## config.mk

```make
export PLATFORM = sky130hd
export DESIGN_NAME = clap_noise_burst_voice_flat
export DESIGN_NICKNAME = d
export VERILOG_FILES = /design/src/design/clap_pkg.sv /design/src/design/clap_if.sv /design/src/design/clap_noise_burst_voice.sv /design/src/design/clap_ser_mul.sv /design/src/flat_wrapper.sv
export SDC_FILE = /design/constraint.sdc
export NUM_CORES = 2
export LEC_CHECK = 0
export BUFFER_PORTS_ARGS = -buffer_cell sky130_fd_sc_hd__buf_2
export CAP_MARGIN = 30
export CORE_MARGIN = 2
export CORE_UTILIZATION = 35
export CTS_CLUSTER_SIZE = 25
export DETAILED_ROUTE_END_ITERATION = 6
export GPL_TIMING_DRIVEN = 0
export PLACE_DENSITY = 0.61
export SYNTH_ARGS = -nofsm -noshare
export SYNTH_HDL_FRONTEND = slang
export SYNTH_HIERARCHICAL = 1
export SYNTH_SLANG_ARGS = --single-unit
```

## constraint.sdc

```tcl
create_clock -name clk -period 5.8 [get_ports clk]
set_clock_uncertainty 0.15 [all_clocks]
set_input_delay 1.16 -clock clk [delete_from_list [all_inputs] [get_ports clk]]
set_output_delay 1.16 -clock clk [all_outputs]
set_load 0.02 [all_outputs]
```

## src/design/clap_pkg.sv

```systemverilog
// ---------------------------------------------------------------------------
// clap_pkg
// Shared types and constants for the hand-clap noise burst voice.
// ---------------------------------------------------------------------------
`default_nettype none

package clap_pkg;

  localparam int MUL_AW = 48;
  localparam int MUL_BW = 32;
  localparam int MUL_PW = MUL_AW + MUL_BW;

  localparam logic OP_TICK = 1'b0;
  localparam logic OP_TRIG = 1'b1;

  localparam logic [2:0] REG_VOLUME      = 3'd0;
  localparam logic [2:0] REG_AMP_DECAY   = 3'd1;
  localparam logic [2:0] REG_BURST_DECAY = 3'd2;
  localparam logic [2:0] REG_BP_FREQ     = 3'd3;
  localparam logic [2:0] REG_GAP1        = 3'd4;
  localparam logic [2:0] REG_GAP2        = 3'd5;
  localparam logic [2:0] REG_GAP3        = 3'd6;
  localparam logic [2:0] REG_TAIL        = 3'd7;

  localparam logic [31:0] LCG_MUL    = 32'd1664525;
  localparam logic [31:0] LCG_ADD    = 32'd1013904223;
  localparam logic [31:0] NOISE_SEED = 32'd98765;
  localparam logic [23:0] AMP_FULL   = 24'hFFFFFF;
  localparam logic [15:0] BURST_FULL = 16'hFFFF;
  localparam logic [23:0] AMP_FLOOR  = 24'd1678;
  localparam logic [15:0] BURST_KNEE = 16'd9830;
  localparam logic [16:0] GAIN_ONE   = 17'd65536;
  localparam logic [16:0] GAIN_LOW   = 17'd13107;

  localparam logic signed [47:0] F24_MAX = 48'sd8388607;
  localparam logic signed [47:0] F24_MIN = -48'sd8388608;

  typedef enum logic [1:0] {ST_IDLE, ST_RUN, ST_OUT} state_t;

  typedef enum logic [3:0] {
    STP_LCG, STP_BURST, STP_BAND, STP_LOW, STP_AMP,
    STP_GAIN, STP_VOL, STP_STRIKE, STP_DECAY
  } step_t;

  typedef struct packed {
    logic                     start;
    logic signed [MUL_AW-1:0] a;
    logic        [MUL_BW-1:0] b;
  } mul_req_t;

  typedef struct packed {
    logic                     busy;
    logic                     done;
    logic signed [MUL_PW-1:0] p;
  } mul_rsp_t;

  function automatic logic signed [23:0] sat24(input logic signed [47:0] v);
    logic signed [23:0] r;
    if (v > F24_MAX) r = 24'sh7FFFFF;
    else if (v < F24_MIN) r = 24'sh800000;
    else r = v[23:0];
    return r;
  endfunction

endpackage

`default_nettype wire

```

## src/design/clap_if.sv

```systemverilog
// ---------------------------------------------------------------------------
// clap_in_if / clap_out_if
// Valid/ready channels for sample items and mixed results.
// ---------------------------------------------------------------------------
`default_nettype none

interface clap_in_if #(parameter int SAMPLE_WIDTH = 16);
  logic                           valid;
  logic                           ready;
  logic                           opcode;
  logic [15:0]                    velocity;
  logic signed [SAMPLE_WIDTH-1:0] in_left;
  logic signed [SAMPLE_WIDTH-1:0] in_right;
  modport source (output valid, opcode, velocity, in_left, in_right, input ready);
  modport sink   (input valid, opcode, velocity, in_left, in_right, output ready);
endinterface

interface clap_out_if #(parameter int SAMPLE_WIDTH = 16);
  logic                           valid;
  logic                           ready;
  logic signed [SAMPLE_WIDTH-1:0] out_left;
  logic signed [SAMPLE_WIDTH-1:0] out_right;
  logic                           voice_active;
  modport source (output valid, out_left, out_right, voice_active, input ready);
  modport sink   (input valid, out_left, out_right, voice_active, output ready);
endinterface

`default_nettype wire

```

## src/design/clap_noise_burst_voice.sv

```systemverilog
// ---------------------------------------------------------------------------
// clap_noise_burst_voice
// Hand-clap voice: lcg noise, four-burst gate, svf bandpass, envelopes,
// mixed onto a stereo sample stream with saturation.
// ---------------------------------------------------------------------------
//  channel | dir | handshake         | payload
//  in_ch   | in  | valid/ready       | opcode, velocity, in_left, in_right
//  out_ch  | out | valid/ready       | out_left, out_right, voice_active
//  cfg_*   | in  | cfg_we, no stall  | cfg_index, cfg_wdata
//
//  trigger and idle tick: result register loaded directly at accept
//  sounding tick: 9 products on one bit-serial multiplier
//  that handles one bit of its b operand per cycle
//  synchronous reset; a waiting result holds the block in its output state
//  until out_ch takes it, and a new item is taken only when idle
// ---------------------------------------------------------------------------
`default_nettype none

module clap_noise_burst_voice
  import clap_pkg::*;
#(
  parameter int SAMPLE_WIDTH = 16,
  parameter int GAP_WIDTH    = 12
) (
  input  wire              clk,
  input  wire              rst_n,
  clap_in_if.sink          in_ch,
  clap_out_if.source       out_ch,
  input  wire              cfg_we,
  input  wire  [2:0]       cfg_index,
  input  wire  [23:0]      cfg_wdata
);

  localparam int SW  = SAMPLE_WIDTH;
  localparam int RSH = (SW <= 22) ? 22 - SW : 0;
  localparam int LSH = (SW > 22) ? SW - 22 : 0;
  localparam logic signed [47:0] SMAX = (48'sd1 <<< (SW - 1)) - 48'sd1;
  localparam logic signed [47:0] SMIN = -(48'sd1 <<< (SW - 1));
  localparam logic [GAP_WIDTH-1:0] GAP_MAX = '1;

  // configuration
  logic [15:0]          volume_r, bdecay_r;
  logic [23:0]          adecay_r;
  logic [16:0]          freq_r;
  logic [GAP_WIDTH-1:0] gap1_r, gap2_r, gap3_r, tail_r;

  always_ff @(posedge clk) begin
    if (!rst_n) begin
      volume_r <= 16'd45875;
      adecay_r <= 24'd16776217;
      bdecay_r <= 16'd65195;
      freq_r   <= 17'd12847;
      gap1_r   <= GAP_WIDTH'(384);
      gap2_r   <= GAP_WIDTH'(528);
      gap3_r   <= GAP_WIDTH'(672);
      tail_r   <= GAP_WIDTH'(288);
    end else if (cfg_we) begin
      unique case (cfg_index)
        REG_VOLUME:      volume_r <= cfg_wdata[15:0];
        REG_AMP_DECAY:   adecay_r <= cfg_wdata;
        REG_BURST_DECAY: bdecay_r <= cfg_wdata[15:0];
        REG_BP_FREQ:     freq_r   <= cfg_wdata[16:0];
        REG_GAP1:        gap1_r   <= cfg_wdata[GAP_WIDTH-1:0];
        REG_GAP2:        gap2_r   <= cfg_wdata[GAP_WIDTH-1:0];
        REG_GAP3:        gap3_r   <= cfg_wdata[GAP_WIDTH-1:0];
        REG_TAIL:        tail_r   <= cfg_wdata[GAP_WIDTH-1:0];
        default:         ;
      endcase
    end
  end

  // voice state
  state_t               state_r, state_nxt;
  step_t                step_r, step_nxt;
  logic                 go_r, go_nxt;
  logic                 sounding_r, sounding_nxt;
  logic [15:0]          strike_r, strike_nxt;
  logic [23:0]          amp_r, amp_nxt;
  logic [15:0]          benv_r, benv_nxt;
  logic [2:0]           bidx_r, bidx_nxt;
  logic [GAP_WIDTH-1:0] btimer_r, btimer_nxt;
  logic [31:0]          noise_r, noise_nxt;
  logic signed [23:0]   low_r, low_nxt;
  logic signed [23:0]   band_r, band_nxt;
  logic                 bact_r, bact_nxt;
  logic                 gain_hi_r, gain_hi_nxt;
  logic signed [47:0]   vacc_r, vacc_nxt;
  logic signed [SW-1:0] inl_r, inl_nxt, inr_r, inr_nxt;
  logic signed [SW-1:0] resl_r, resl_nxt, resr_r, resr_nxt;
  logic                 resact_r, resact_nxt;
  logic                 ovalid_r, ovalid_nxt;
  logic signed [SW-1:0] outl_r, outl_nxt, outr_r, outr_nxt;
  logic                 oact_r, oact_nxt;

  mul_req_t mreq;
  mul_rsp_t mrsp;

  clap_ser_mul u_mul (
    .clk   (clk),
    .rst_n (rst_n),
    .req   (mreq),
    .rsp   (mrsp)
  );

  logic signed [31:0]          noise_sh;
  logic signed [47:0]          high;
  logic signed [47:0]          p_hi16, p_hi24, voice, fsum, lsum, rsum;
  logic [GAP_WIDTH-1:0]        tinc, gap;
  logic [15:0]                 benv_g;
  logic                        accept;

  assign accept = in_ch.valid && in_ch.ready;

  // multiplier operands per step
  always_comb begin
    noise_sh = $signed(noise_r) >>> 10;
    high = 48'(noise_sh) - 48'(low_r) - (48'(band_r) >>> 1);
    mreq.start = go_r;
    unique case (step_r)
      STP_LCG:    begin mreq.a = {16'b0, noise_r};  mreq.b = LCG_MUL;        end
      STP_BURST:  begin mreq.a = {32'b0, benv_r};   mreq.b = {16'b0, bdecay_r}; end
      STP_BAND:   begin mreq.a = high;              mreq.b = {15'b0, freq_r}; end
      STP_LOW:    begin mreq.a = 48'(band_r);       mreq.b = {15'b0, freq_r}; end
      STP_AMP:    begin mreq.a = 48'(band_r);       mreq.b = {8'b0, amp_r};   end
      STP_GAIN:   begin
        mreq.a = vacc_r;
        mreq.b = {15'b0, (gain_hi_r ? GAIN_ONE : GAIN_LOW)};
      end
      STP_VOL:    begin mreq.a = vacc_r;            mreq.b = {16'b0, volume_r}; end
      STP_STRIKE: begin mreq.a = vacc_r;            mreq.b = {16'b0, strike_r}; end
      STP_DECAY:  begin mreq.a = {24'b0, amp_r};    mreq.b = {8'b0, adecay_r}; end
      default:    begin mreq.a = '0;                mreq.b = '0;              end
    endcase
  end

  always_comb begin
    state_nxt    = state_r;
    step_nxt     = step_r;
    go_nxt       = 1'b0;
    sounding_nxt = sounding_r;
    strike_nxt   = strike_r;
    amp_nxt      = amp_r;
    benv_nxt     = benv_r;
    bidx_nxt     = bidx_r;
    btimer_nxt   = btimer_r;
    noise_nxt    = noise_r;
    low_nxt      = low_r;
    band_nxt     = band_r;
    bact_nxt     = bact_r;
    gain_hi_nxt  = gain_hi_r;
    vacc_nxt     = vacc_r;
    inl_nxt      = inl_r;
    inr_nxt      = inr_r;
    resl_nxt     = resl_r;
    resr_nxt     = resr_r;
    resact_nxt   = resact_r;
    ovalid_nxt   = ovalid_r && !out_ch.ready;
    outl_nxt     = outl_r;
    outr_nxt     = outr_r;
    oact_nxt     = oact_r;

    tinc = (btimer_r != GAP_MAX) ? btimer_r + 1'b1 : btimer_r;
    priority case (bidx_r)
      3'd0:    gap = gap1_r;
      3'd1:    gap = gap2_r;
      default: gap = gap3_r;
    endcase
    benv_g = benv_r;

    p_hi16 = $signed(mrsp.p[63:16]);
    p_hi24 = $signed(mrsp.p[71:24]);
    voice  = (p_hi16 >>> RSH) <<< LSH;
    fsum   = '0;
    lsum   = 48'(inl_r) + vacc_r;
    rsum   = 48'(inr_r) + vacc_r;

    unique case (state_r)
      ST_IDLE: begin
        if (accept) begin
          inl_nxt = in_ch.in_left;
          inr_nxt = in_ch.in_right;
          resl_nxt = in_ch.in_left;
          resr_nxt = in_ch.in_right;
          if (in_ch.opcode == OP_TRIG) begin
            strike_nxt   = in_ch.velocity;
            sounding_nxt = 1'b1;
            amp_nxt      = AMP_FULL;
            benv_nxt     = BURST_FULL;
            bidx_nxt     = 3'd0;
            btimer_nxt   = '0;
            resact_nxt   = 1'b1;
            state_nxt    = ST_OUT;
          end else if (sounding_r) begin
            // burst gate advances at the start of the tick
            bact_nxt = (bidx_r < 3'd4);
            if (bidx_r < 3'd4) begin
              if (bidx_r < 3'd3 && tinc >= gap) begin
                bidx_nxt   = bidx_r + 3'd1;
                benv_g     = BURST_FULL;
                btimer_nxt = '0;
              end else begin
                btimer_nxt = tinc;
                if (bidx_r >= 3'd3 && tinc > tail_r) bidx_nxt = 3'd4;
              end
              gain_hi_nxt = benv_g > BURST_KNEE;
            end else begin
              gain_hi_nxt = 1'b1;
            end
            benv_nxt  = benv_g;
            step_nxt  = STP_LCG;
            go_nxt    = 1'b1;
            state_nxt = ST_RUN;
          end else begin
            resact_nxt = 1'b0;
            state_nxt  = ST_OUT;
          end
        end
      end
      ST_RUN: begin
        if (mrsp.done) begin
          go_nxt = 1'b1;
          unique case (step_r)
            STP_LCG: begin
              noise_nxt = mrsp.p[31:0] + LCG_ADD;
              step_nxt  = STP_BURST;
            end
            STP_BURST: begin
              if (bact_r) benv_nxt = mrsp.p[31:16];
              step_nxt = STP_BAND;
            end
            STP_BAND: begin
              fsum     = 48'(band_r) + p_hi16;
              band_nxt = sat24(fsum);
              step_nxt = STP_LOW;
            end
            STP_LOW: begin
              fsum     = 48'(low_r) + p_hi16;
              low_nxt  = sat24(fsum);
              step_nxt = STP_AMP;
            end
            STP_AMP: begin
              vacc_nxt = p_hi24;
              step_nxt = STP_GAIN;
            end
            STP_GAIN: begin
              vacc_nxt = p_hi16;
              step_nxt = STP_VOL;
            end
            STP_VOL: begin
              vacc_nxt = p_hi16;
              step_nxt = STP_STRIKE;
            end
            STP_STRIKE: begin
              vacc_nxt = voice;
              step_nxt = STP_DECAY;
            end
            STP_DECAY: begin
              go_nxt  = 1'b0;
              amp_nxt = mrsp.p[47:24];
              resact_nxt = 1'b1;
              if (mrsp.p[47:24] < AMP_FLOOR) begin
                sounding_nxt = 1'b0;
                low_nxt      = '0;
                band_nxt     = '0;
                resact_nxt   = 1'b0;
              end
              resl_nxt = (lsum > SMAX) ? SMAX[SW-1:0] :
                         (lsum < SMIN) ? SMIN[SW-1:0] : lsum[SW-1:0];
              resr_nxt = (rsum > SMAX) ? SMAX[SW-1:0] :
                         (rsum < SMIN) ? SMIN[SW-1:0] : rsum[SW-1:0];
              state_nxt = ST_OUT;
            end
            default: go_nxt = 1'b0;
          endcase
        end
      end
      ST_OUT: begin
        if (!ovalid_r || out_ch.ready) begin
          ovalid_nxt = 1'b1;
          outl_nxt   = resl_r;
          outr_nxt   = resr_r;
          oact_nxt   = resact_r;
          state_nxt  = ST_IDLE;
        end
      end
      default: state_nxt = ST_IDLE;
    endcase
  end

  always_ff @(posedge clk) begin
    bact_r    <= bact_nxt;
    gain_hi_r <= gain_hi_nxt;
    vacc_r    <= vacc_nxt;
    inl_r     <= inl_nxt;
    inr_r     <= inr_nxt;
    resl_r    <= resl_nxt;
    resr_r    <= resr_nxt;
    resact_r  <= resact_nxt;
    outl_r    <= outl_nxt;
    outr_r    <= outr_nxt;
    oact_r    <= oact_nxt;
    if (!rst_n) begin
      state_r    <= ST_IDLE;
      step_r     <= STP_LCG;
      go_r       <= 1'b0;
      sounding_r <= 1'b0;
      strike_r   <= '0;
      amp_r      <= '0;
      benv_r     <= '0;
      bidx_r     <= '0;
      btimer_r   <= '0;
      noise_r    <= NOISE_SEED;
      low_r      <= '0;
      band_r     <= '0;
      ovalid_r   <= 1'b0;
    end else begin
      state_r    <= state_nxt;
      step_r     <= step_nxt;
      go_r       <= go_nxt;
      sounding_r <= sounding_nxt;
      strike_r   <= strike_nxt;
      amp_r      <= amp_nxt;
      benv_r     <= benv_nxt;
      bidx_r     <= bidx_nxt;
      btimer_r   <= btimer_nxt;
      noise_r    <= noise_nxt;
      low_r      <= low_nxt;
      band_r     <= band_nxt;
      ovalid_r   <= ovalid_nxt;
    end
  end

  assign in_ch.ready         = (state_r == ST_IDLE);
  assign out_ch.valid        = ovalid_r;
  assign out_ch.out_left     = outl_r;
  assign out_ch.out_right    = outr_r;
  assign out_ch.voice_active = oact_r;

`ifndef SYNTHESIS
  a_idle_mul_quiet: assert property (@(posedge clk) disable iff (!rst_n)
    (state_r == ST_IDLE) |-> !mrsp.busy)
    else $error("multiplier busy while idle");

  a_silent_filter_clear: assert property (@(posedge clk) disable iff (!rst_n)
    !sounding_r |-> (low_r == '0 && band_r == '0))
    else $error("filter state kept while silent");

  a_burst_index_range: assert property (@(posedge clk) disable iff (!rst_n)
    bidx_r <= 3'd4)
    else $error("burst index out of range");

  a_done_in_run: assert property (@(posedge clk) disable iff (!rst_n)
    mrsp.done |-> (state_r == ST_RUN))
    else $error("product finished outside a tick");
`endif

endmodule

`default_nettype wire

```

## src/design/clap_ser_mul.sv

```systemverilog
// ---------------------------------------------------------------------------
// clap_ser_mul
// Bit-serial shift-add multiplier: signed a times unsigned b, one bit of b
// per cycle.
// ---------------------------------------------------------------------------
`default_nettype none

module clap_ser_mul
  import clap_pkg::*;
(
  input  wire      clk,
  input  wire      rst_n,
  input  mul_req_t req,
  output mul_rsp_t rsp
);

  localparam int CW = $clog2(MUL_BW + 1);

  logic signed [MUL_AW-1:0] a_r;
  logic signed [MUL_AW:0]   hi_r, hi_nxt;
  logic        [MUL_BW-1:0] lo_r, lo_nxt;
  logic        [CW-1:0]     cnt_r, cnt_nxt;
  logic                     busy_r, busy_nxt;
  logic                     done_r, done_nxt;
  logic signed [MUL_AW:0]   sum;

  always_comb begin
    sum = hi_r + (lo_r[0] ? {a_r[MUL_AW-1], a_r} : '0);
    hi_nxt   = hi_r;
    lo_nxt   = lo_r;
    cnt_nxt  = cnt_r;
    busy_nxt = busy_r;
    done_nxt = 1'b0;
    if (req.start) begin
      hi_nxt   = '0;
      lo_nxt   = req.b;
      cnt_nxt  = CW'(MUL_BW);
      busy_nxt = 1'b1;
    end else if (busy_r) begin
      hi_nxt  = sum >>> 1;
      lo_nxt  = {sum[0], lo_r[MUL_BW-1:1]};
      cnt_nxt = cnt_r - 1'b1;
      if (cnt_r == CW'(1)) begin
        busy_nxt = 1'b0;
        done_nxt = 1'b1;
      end
    end
  end

  always_ff @(posedge clk) begin
    if (req.start) a_r <= req.a;
    hi_r  <= hi_nxt;
    lo_r  <= lo_nxt;
    cnt_r <= cnt_nxt;
    if (!rst_n) begin
      busy_r <= 1'b0;
      done_r <= 1'b0;
    end else begin
      busy_r <= busy_nxt;
      done_r <= done_nxt;
    end
  end

  assign rsp.busy = busy_r;
  assign rsp.done = done_r;
  assign rsp.p    = {hi_r[MUL_AW-1:0], lo_r};

endmodule

`default_nettype wire
```

## src/flat_wrapper.sv

```systemverilog
// flat-port wrapper written by rule: the top's interface ports become plain ports
module clap_noise_burst_voice_flat import clap_pkg::*;
#(
  parameter int SAMPLE_WIDTH = 16,
  parameter int GAP_WIDTH    = 12
)
  (clk, rst_n, cfg_we, cfg_index, cfg_wdata, in_ch_valid, in_ch_opcode, in_ch_velocity, in_ch_in_left, in_ch_in_right, in_ch_ready, out_ch_valid, out_ch_out_left, out_ch_out_right, out_ch_voice_active, out_ch_ready);
  clap_in_if #(.SAMPLE_WIDTH(SAMPLE_WIDTH)) in_ch_i ();
  clap_out_if #(.SAMPLE_WIDTH(SAMPLE_WIDTH)) out_ch_i ();
  input  wire clk;
  input  wire rst_n;
  input  wire cfg_we;
  input  wire  [2:0] cfg_index;
  input  wire  [23:0] cfg_wdata;
  input wire logic [$bits(in_ch_i.valid)-1:0] in_ch_valid;
  input wire logic [$bits(in_ch_i.opcode)-1:0] in_ch_opcode;
  input wire logic [$bits(in_ch_i.velocity)-1:0] in_ch_velocity;
  input wire logic [$bits(in_ch_i.in_left)-1:0] in_ch_in_left;
  input wire logic [$bits(in_ch_i.in_right)-1:0] in_ch_in_right;
  output wire logic [$bits(in_ch_i.ready)-1:0] in_ch_ready;
  output wire logic [$bits(out_ch_i.valid)-1:0] out_ch_valid;
  output wire logic [$bits(out_ch_i.out_left)-1:0] out_ch_out_left;
  output wire logic [$bits(out_ch_i.out_right)-1:0] out_ch_out_right;
  output wire logic [$bits(out_ch_i.voice_active)-1:0] out_ch_voice_active;
  input wire logic [$bits(out_ch_i.ready)-1:0] out_ch_ready;
  assign in_ch_i.valid = in_ch_valid;
  assign in_ch_i.opcode = in_ch_opcode;
  assign in_ch_i.velocity = in_ch_velocity;
  assign in_ch_i.in_left = in_ch_in_left;
  assign in_ch_i.in_right = in_ch_in_right;
  assign in_ch_ready = in_ch_i.ready;
  assign out_ch_valid = out_ch_i.valid;
  assign out_ch_out_left = out_ch_i.out_left;
  assign out_ch_out_right = out_ch_i.out_right;
  assign out_ch_voice_active = out_ch_i.voice_active;
  assign out_ch_i.ready = out_ch_ready;
  clap_noise_burst_voice #(.SAMPLE_WIDTH(SAMPLE_WIDTH), .GAP_WIDTH(GAP_WIDTH)) u_core (.clk(clk), .rst_n(rst_n), .in_ch(in_ch_i), .out_ch(out_ch_i), .cfg_we(cfg_we), .cfg_index(cfg_index), .cfg_wdata(cfg_wdata));
endmodule
```

After elaboration in Yosys (flattened, before gate mapping) --
Index checks and enable logic that the tools add are counted.
Operators by class: $add $sub $neg 11, $lt $le $gt $ge 15, equal/unequal tests 35, multiplexer cells 93, bitwise operators 3, reduce and logical (&&, ||, !) cells 47
Operators with widths (count):
- 80-bit one-hot mux with 9 select lines | 1
- 16-bit 2-to-1 mux | 23
- 24-bit 2-to-1 mux | 9
- 24-bit one-hot mux with 2 select lines | 3
- 48-bit one-hot mux with 3 select lines | 1
- 16-bit by 48-bit adder with 48-bit output | 2
- 24-bit by 48-bit adder with 48-bit output | 2
- 48-bit by 16-bit greater-than comparator with 1-bit output (second input constant) | 2
- 48-bit by 24-bit greater-than comparator with 1-bit output (second input constant) | 2
- 48-bit by 16-bit < comparator with 1-bit output (second input constant) | 2
- 48-bit by 24-bit < comparator with 1-bit output (second input constant) | 2
- 16-bit one-hot mux with 2 select lines | 3
- 32-bit 2-to-1 mux | 2
- 12-bit 2-to-1 mux | 5
- 49-bit adder | 1
- 49-bit 2-to-1 mux | 1
- 32-bit by 30-bit adder with 32-bit output (second input constant) | 1
- 4-bit one-hot mux with 8 select lines | 1
- 25-bit by 23-bit subtractor with 26-bit output | 1
- 22-bit by 24-bit subtractor with 25-bit output | 1
- 24-bit by 11-bit < comparator with 1-bit output (second input constant) | 1
- 12-bit one-hot mux with 2 select lines | 1
- 4-bit AND reduction | 6
- 1-bit 2-to-1 mux | 22
- 48 further kinds | 109
Word-level totals: flip-flop bits (word level) 565, bits of input ports 81, output and inout port bits 35, logic and storage cells 242

Depth between registers and ports, before layout --
depth after elaboration 15, mapped depth 20, gate-level depth less buffers 18

Modules after synthesis --
The synthesis kept the hierarchy.
Modules (own cells, without submodules):
- clap_noise_burst_voice | times used 1, cells each 4577, area an instance 35361.4 µm², sequential area each 10069.7 µm²
- clap_ser_mul | times used 1, cells each 771, area an instance 7837.5 µm², sequential area each 3523.4 µm²

Worst setup path before layout --
No wires, ideal clock.
path kind flip-flop to flip-flop, start reg u_core.inr_r[15], end reg u_core.resr_r[4] (data pin), setup time 0.131 ns, arrival 4.238 ns, required time 5.519 ns, setup slack 1.280 ns, cell stages (with the launch flop) 16, path buffers 2, period minus slack after synthesis 4.520 ns, path through edfxtp_1 ha_1 buf_2 a21oi_2 o21ai_0 a311o_1 a211o_1 o31ai_2 o21a_1 nand2_1 xnor2_1 or4_1 nor4_4 buf_4 a21oi_1 nand2_1
Between the ends: longest elaborated chain between the ends 7, elaborated cells on any way between the ends 8, classes of those cells add/sub: 1; order compare: 2; mux: 5
RTL lines:
- start: declaration | RTL line clap_noise_burst_voice.sv:88 | logic signed [SW-1:0] inl_r, inl_nxt, inr_r, inr_nxt;
- start signal: assignment | RTL line clap_noise_burst_voice.sv:295 | inr_r <= inr_nxt;
- 16-bit by 48-bit adder with 48-bit output * | RTL line clap_noise_burst_voice.sv:175 | rsum = 48'(inr_r) + vacc_r;
- 48-bit by 16-bit < comparator with 1-bit output | RTL line clap_noise_burst_voice.sv:270 | (rsum < SMIN) ? SMIN[SW-1:0] : rsum[SW-1:0];
- 16-bit 2-to-1 mux | RTL line clap_noise_burst_voice.sv:270
- 16-bit 2-to-1 mux * | RTL line clap_noise_burst_voice.sv:269 | resr_nxt = (rsum > SMAX) ? SMAX[SW-1:0] :
- 16-bit 2-to-1 mux * | RTL line clap_noise_burst_voice.sv:222 | unique case (step_r)
- 16-bit 2-to-1 mux * | RTL line clap_noise_burst_voice.sv:220 | if (mrsp.done) begin
- 16-bit one-hot mux with 2 select lines * | RTL line clap_noise_burst_voice.sv:177 | unique case (state_r)
- named net u_core.resr_nxt[4] | RTL line clap_noise_burst_voice.sv:89 | logic signed [SW-1:0] resl_r, resl_nxt, resr_r, resr_nxt;
- end signal: assignment | RTL line clap_noise_burst_voice.sv:297 | resr_r <= resr_nxt;
- end: declaration | RTL line clap_noise_burst_voice.sv:89
Mark *: on every way through the listed nets, which the timed path passes. The rest lies on a longest branch. The select of a mux whose other input is x is not followed. A chain may end at the register's enable or synchronous reset.

Worst setup path after layout --
start reg u_core.u_mul.lo_r[16], end reg u_core.band_r[4]
Between the ends: longest elaborated chain between the ends 5, elaborated cells on any way between the ends 6, classes of those cells add/sub: 1; order compare: 2; mux: 3
RTL lines:
- start: declaration | RTL line clap_ser_mul.sv:21 | logic [MUL_BW-1:0] lo_r, lo_nxt;
- start signal: assignment | RTL line clap_ser_mul.sv:53 | lo_r <= lo_nxt;
- 24-bit by 48-bit adder with 48-bit output * | RTL line clap_noise_burst_voice.sv:232 | fsum = 48'(band_r) + p_hi16;
- 48-bit by 24-bit < comparator with 1-bit output | RTL line clap_pkg.sv:60 | else if (v < F24_MIN) r = 24'sh800000;
- 24-bit 2-to-1 mux | RTL line clap_pkg.sv:60
- 24-bit 2-to-1 mux * | RTL line clap_pkg.sv:59 | if (v > F24_MAX) r = 24'sh7FFFFF;
- 24-bit one-hot mux with 2 select lines * | RTL line clap_noise_burst_voice.sv:222
- end signal: assignment | RTL line clap_noise_burst_voice.sv:328 | band_r <= band_nxt;
- end: declaration | RTL line clap_noise_burst_voice.sv:84 | logic signed [23:0] band_r, band_nxt;
Every way passes the cells marked *; elsewhere a longest branch is shown, timed or not.

==> run metrics <==
Power Internal 8.48 mW; clock period minus worst slack 5690 ps; H-Tree Depth 3; pwr dens 273 nW/um2; launch point of the worst reg-to-reg path u_core/u_mul/lo_r[16]; Tightest Hold Check Type flop to flop; Fin Hold WS 268 ps; vias in the first global route 38700; die width 355 um; Max-cap violations 0; critical path's largest stage delay 790 ps; mean routed wirelength per cell 21.5 um; hold wc startpoint u_core/resr_r[3]; hpwl dp 121 mm; fin area 48400 um2; Critical Path Start Type flop; Placed Area 46000 um2; Max clock buf depth 3; diode count 0; Iter 0 DRT Violations 4630; outcome finished, violations left; Top Layer Used met5; CP bufs+invs 1; CP endpoint kind flop; share of cells above drive strength 1 7.76%; Fin. Hold Viols 0; # DRC 2; power share of the sequential group 38.4%; drt pass-1 iters 7; register-to-register setup slack 110 ps; GRT Resource Usage Total 23.7%; CTS sink cnt 565; vias post-DR 42200; area grow syn2layout 12.1%; Gate power share 27.3%; WS Path Type flop to flop; Syn Inst Count 5347; Worst Hold End u_core/out_ch.out_right[3]; Arrival @ worst endpoint 6120 ps; syn avg cell area 8.08 um2; Slew @ Worst Pin 1060 ps; Max-Slew Margin vs Limit 29.5%; die area 126000 um2; Worst R2R Path Depth 15; clk slew on worst S/H paths 60 ps; CP max stage cell edfxtp_1; worst-skew pair later-pin latency 670 ps; Root Buffer clkbuf_16; CP top delay family compound AO/OA/AOI/OAI gates; CP startpoint u_core/u_mul/lo_r[16]; Yosys Warn Count 6; Routed Antenna Nets 0; clock buffer count from CTS 68; switching power 4.76 mW; fin nets 5944; Final Setup Violations 0; Tcrit/Tclk final 98.0%; initial antenna violation count 4; Max Transition Viols Final 0; num rows 128; power share of the clock group 34.3%; total core area 122000 um2; largest net degree at the start of global routing 40; Die Height 355 um; CP Max Fanout 10; Worst R2R End u_core/band_r[4]; via/cell ratio 5.85; starting density of the core 35.3%; Req. time, crit path 6240 ps; synthesized area 43200 um2; failing checks design-rule violations; I/O pin count 116; total gr overflow 0; Final Wtd Congestion 0.966; Port Buffers 99; LEAKAGE 19.3 nW; hold depth 0; pre-CTS setup slack 163 ps; Worst VDD drop 0.205 mV; Final TNS setup 0 ps; Net Sw Frac 36.0%; wl on met1 70.5 mm; FMAX 176 MHz; crit path cell chain ha_1 -> fa_1 -> a211oi_1 -> o211ai_1 -> a41oi_2 -> o31ai_1 -> a21oi_1 -> xnor2_1 -> or3_1 -> nor4_1 -> nand4b_1 -> o31ai_2 -> and2b_1 -> buf_4 -> a221o_1; first-pass GRT wire length 234 mm; WL met3 10.4 mm; final worst slack 115 ps; hold_buf cts 0; Total Wirelength 156 mm; met2 wire len 68.5 mm; CTS tree yes; final core occ 39.6%; RSZ-0062 raised after global routing false
through the flow:
| stage | cells | total power, mW |
|---|---|---|
| after floorplan | 5354 | 7.48 |
| after global placement | 7078 | 8.63 |
| after detailed placement | 7092 | 8.68 |
| after CTS | 7218 | 13.2 |
| after global routing | 7220 | 13.8 |
| final | 7220 | 13.2 |
worst reg2reg max path, cell delays in order (launching register included):
cell,delay [ps]
edfxtp_1,790
ha_1,370
fa_1,260
a211oi_1,120
o211ai_1,330
a41oi_2,300
o31ai_1,710
a21oi_1,260
xnor2_1,220
or3_1,370
nor4_1,290
nand4b_1,150
o31ai_2,580
and2b_1,310
buf_4,220
a221o_1,170
layer usage:
layer,up-vias,GRT usage [%]
met5,-,0
met4,4,8.73
li1,20000,-
met2,1640,37.2
met1,20300,32.9
met3,296,3.19
timing repair:
item | 4_1_cts | 5_1_grt
buffers inserted | 0 | 2
setup endpoints to repair | 0 | 30
resized for setup | 0 | 1
worst max-delay path by stage:
stage,endpoint,cells past startpoint
6_report,u_core/band_r[4],15
4_1_cts,u_core/band_r[4],15
3_5_place_dp,u_core/band_r[6],15
3_3_place_gp,u_core/low_r[1],14
5_1_grt,u_core/band_r[6],14
2_1_floorplan,u_core/resr_r[4],15
placed cells by master, fill, tap and decap left out, types with 19 or more instances in the layout:
cell type and count:
a21oi_1 520, and3_1 47, a221oi_1 36, nor4_1 47, a21o_1 152, o21bai_1 56
and2_1 78, ha_1 295, inv_1 166, or2_2 20, mux2_2 41, a221o_1 27
a211oi_1 81, o211ai_1 53, xnor2_1 132, a22oi_1 64, o21a_1 42, o31ai_1 35
nor3_1 78, dfxtp_1 336, xor2_1 98, or3_1 27, o21ai_0 277, nand2_1 762
a211o_1 19, nor2_1 434, buf_2 135, o21ai_1 38, edfxtp_1 228, clkbuf_16 69
nand2b_1 76, nand3_1 173, a31oi_1 60, fa_1 29, mux2i_1 49, clkbuf_1 247
nand4_1 85, nor2b_1 47
power groups by stage:
| stage | Clock [mW] | Sequential, mW | Combinational [mW] |
|---|---|---|---|
| 2_1_floorplan | 0 | 4.80 | 2.67 |
| 3_3_place_gp | 0 | 5.16 | 3.46 |
| 3_5_place_dp | 0 | 5.15 | 3.52 |
| 4_1_cts | 4.62 | 5.07 | 3.54 |
| 5_1_grt | 4.77 | 5.09 | 3.99 |
| 6_report | 4.54 | 5.09 | 3.61 |
layout make-up:
class,instances,area (um2)
multi-input cells,4301,27600
plain buffers,319,1380
fillers,12400,73800
inverters,169,634
repair buffers,115,756
flip-flops and latches,565,13600
clock buffers,97,1970
well taps,1625,2030
clock inverters,29,434
flip-flops by register name (all words and copies together) (netlist names), 17 cells and up:
signal	count
u_core/amp_r	24
u_core/band_r	24
u_core/freq_r	17
u_core/u_mul/lo_r	32
u_core/vacc_r	48
u_core/noise_r	32
u_core/u_mul/hi_r	48
u_core/low_r	24
u_core/u_mul/a_r	48
u_core/adecay_r	24
Note: power is estimated with default switching activity, not from simulation.
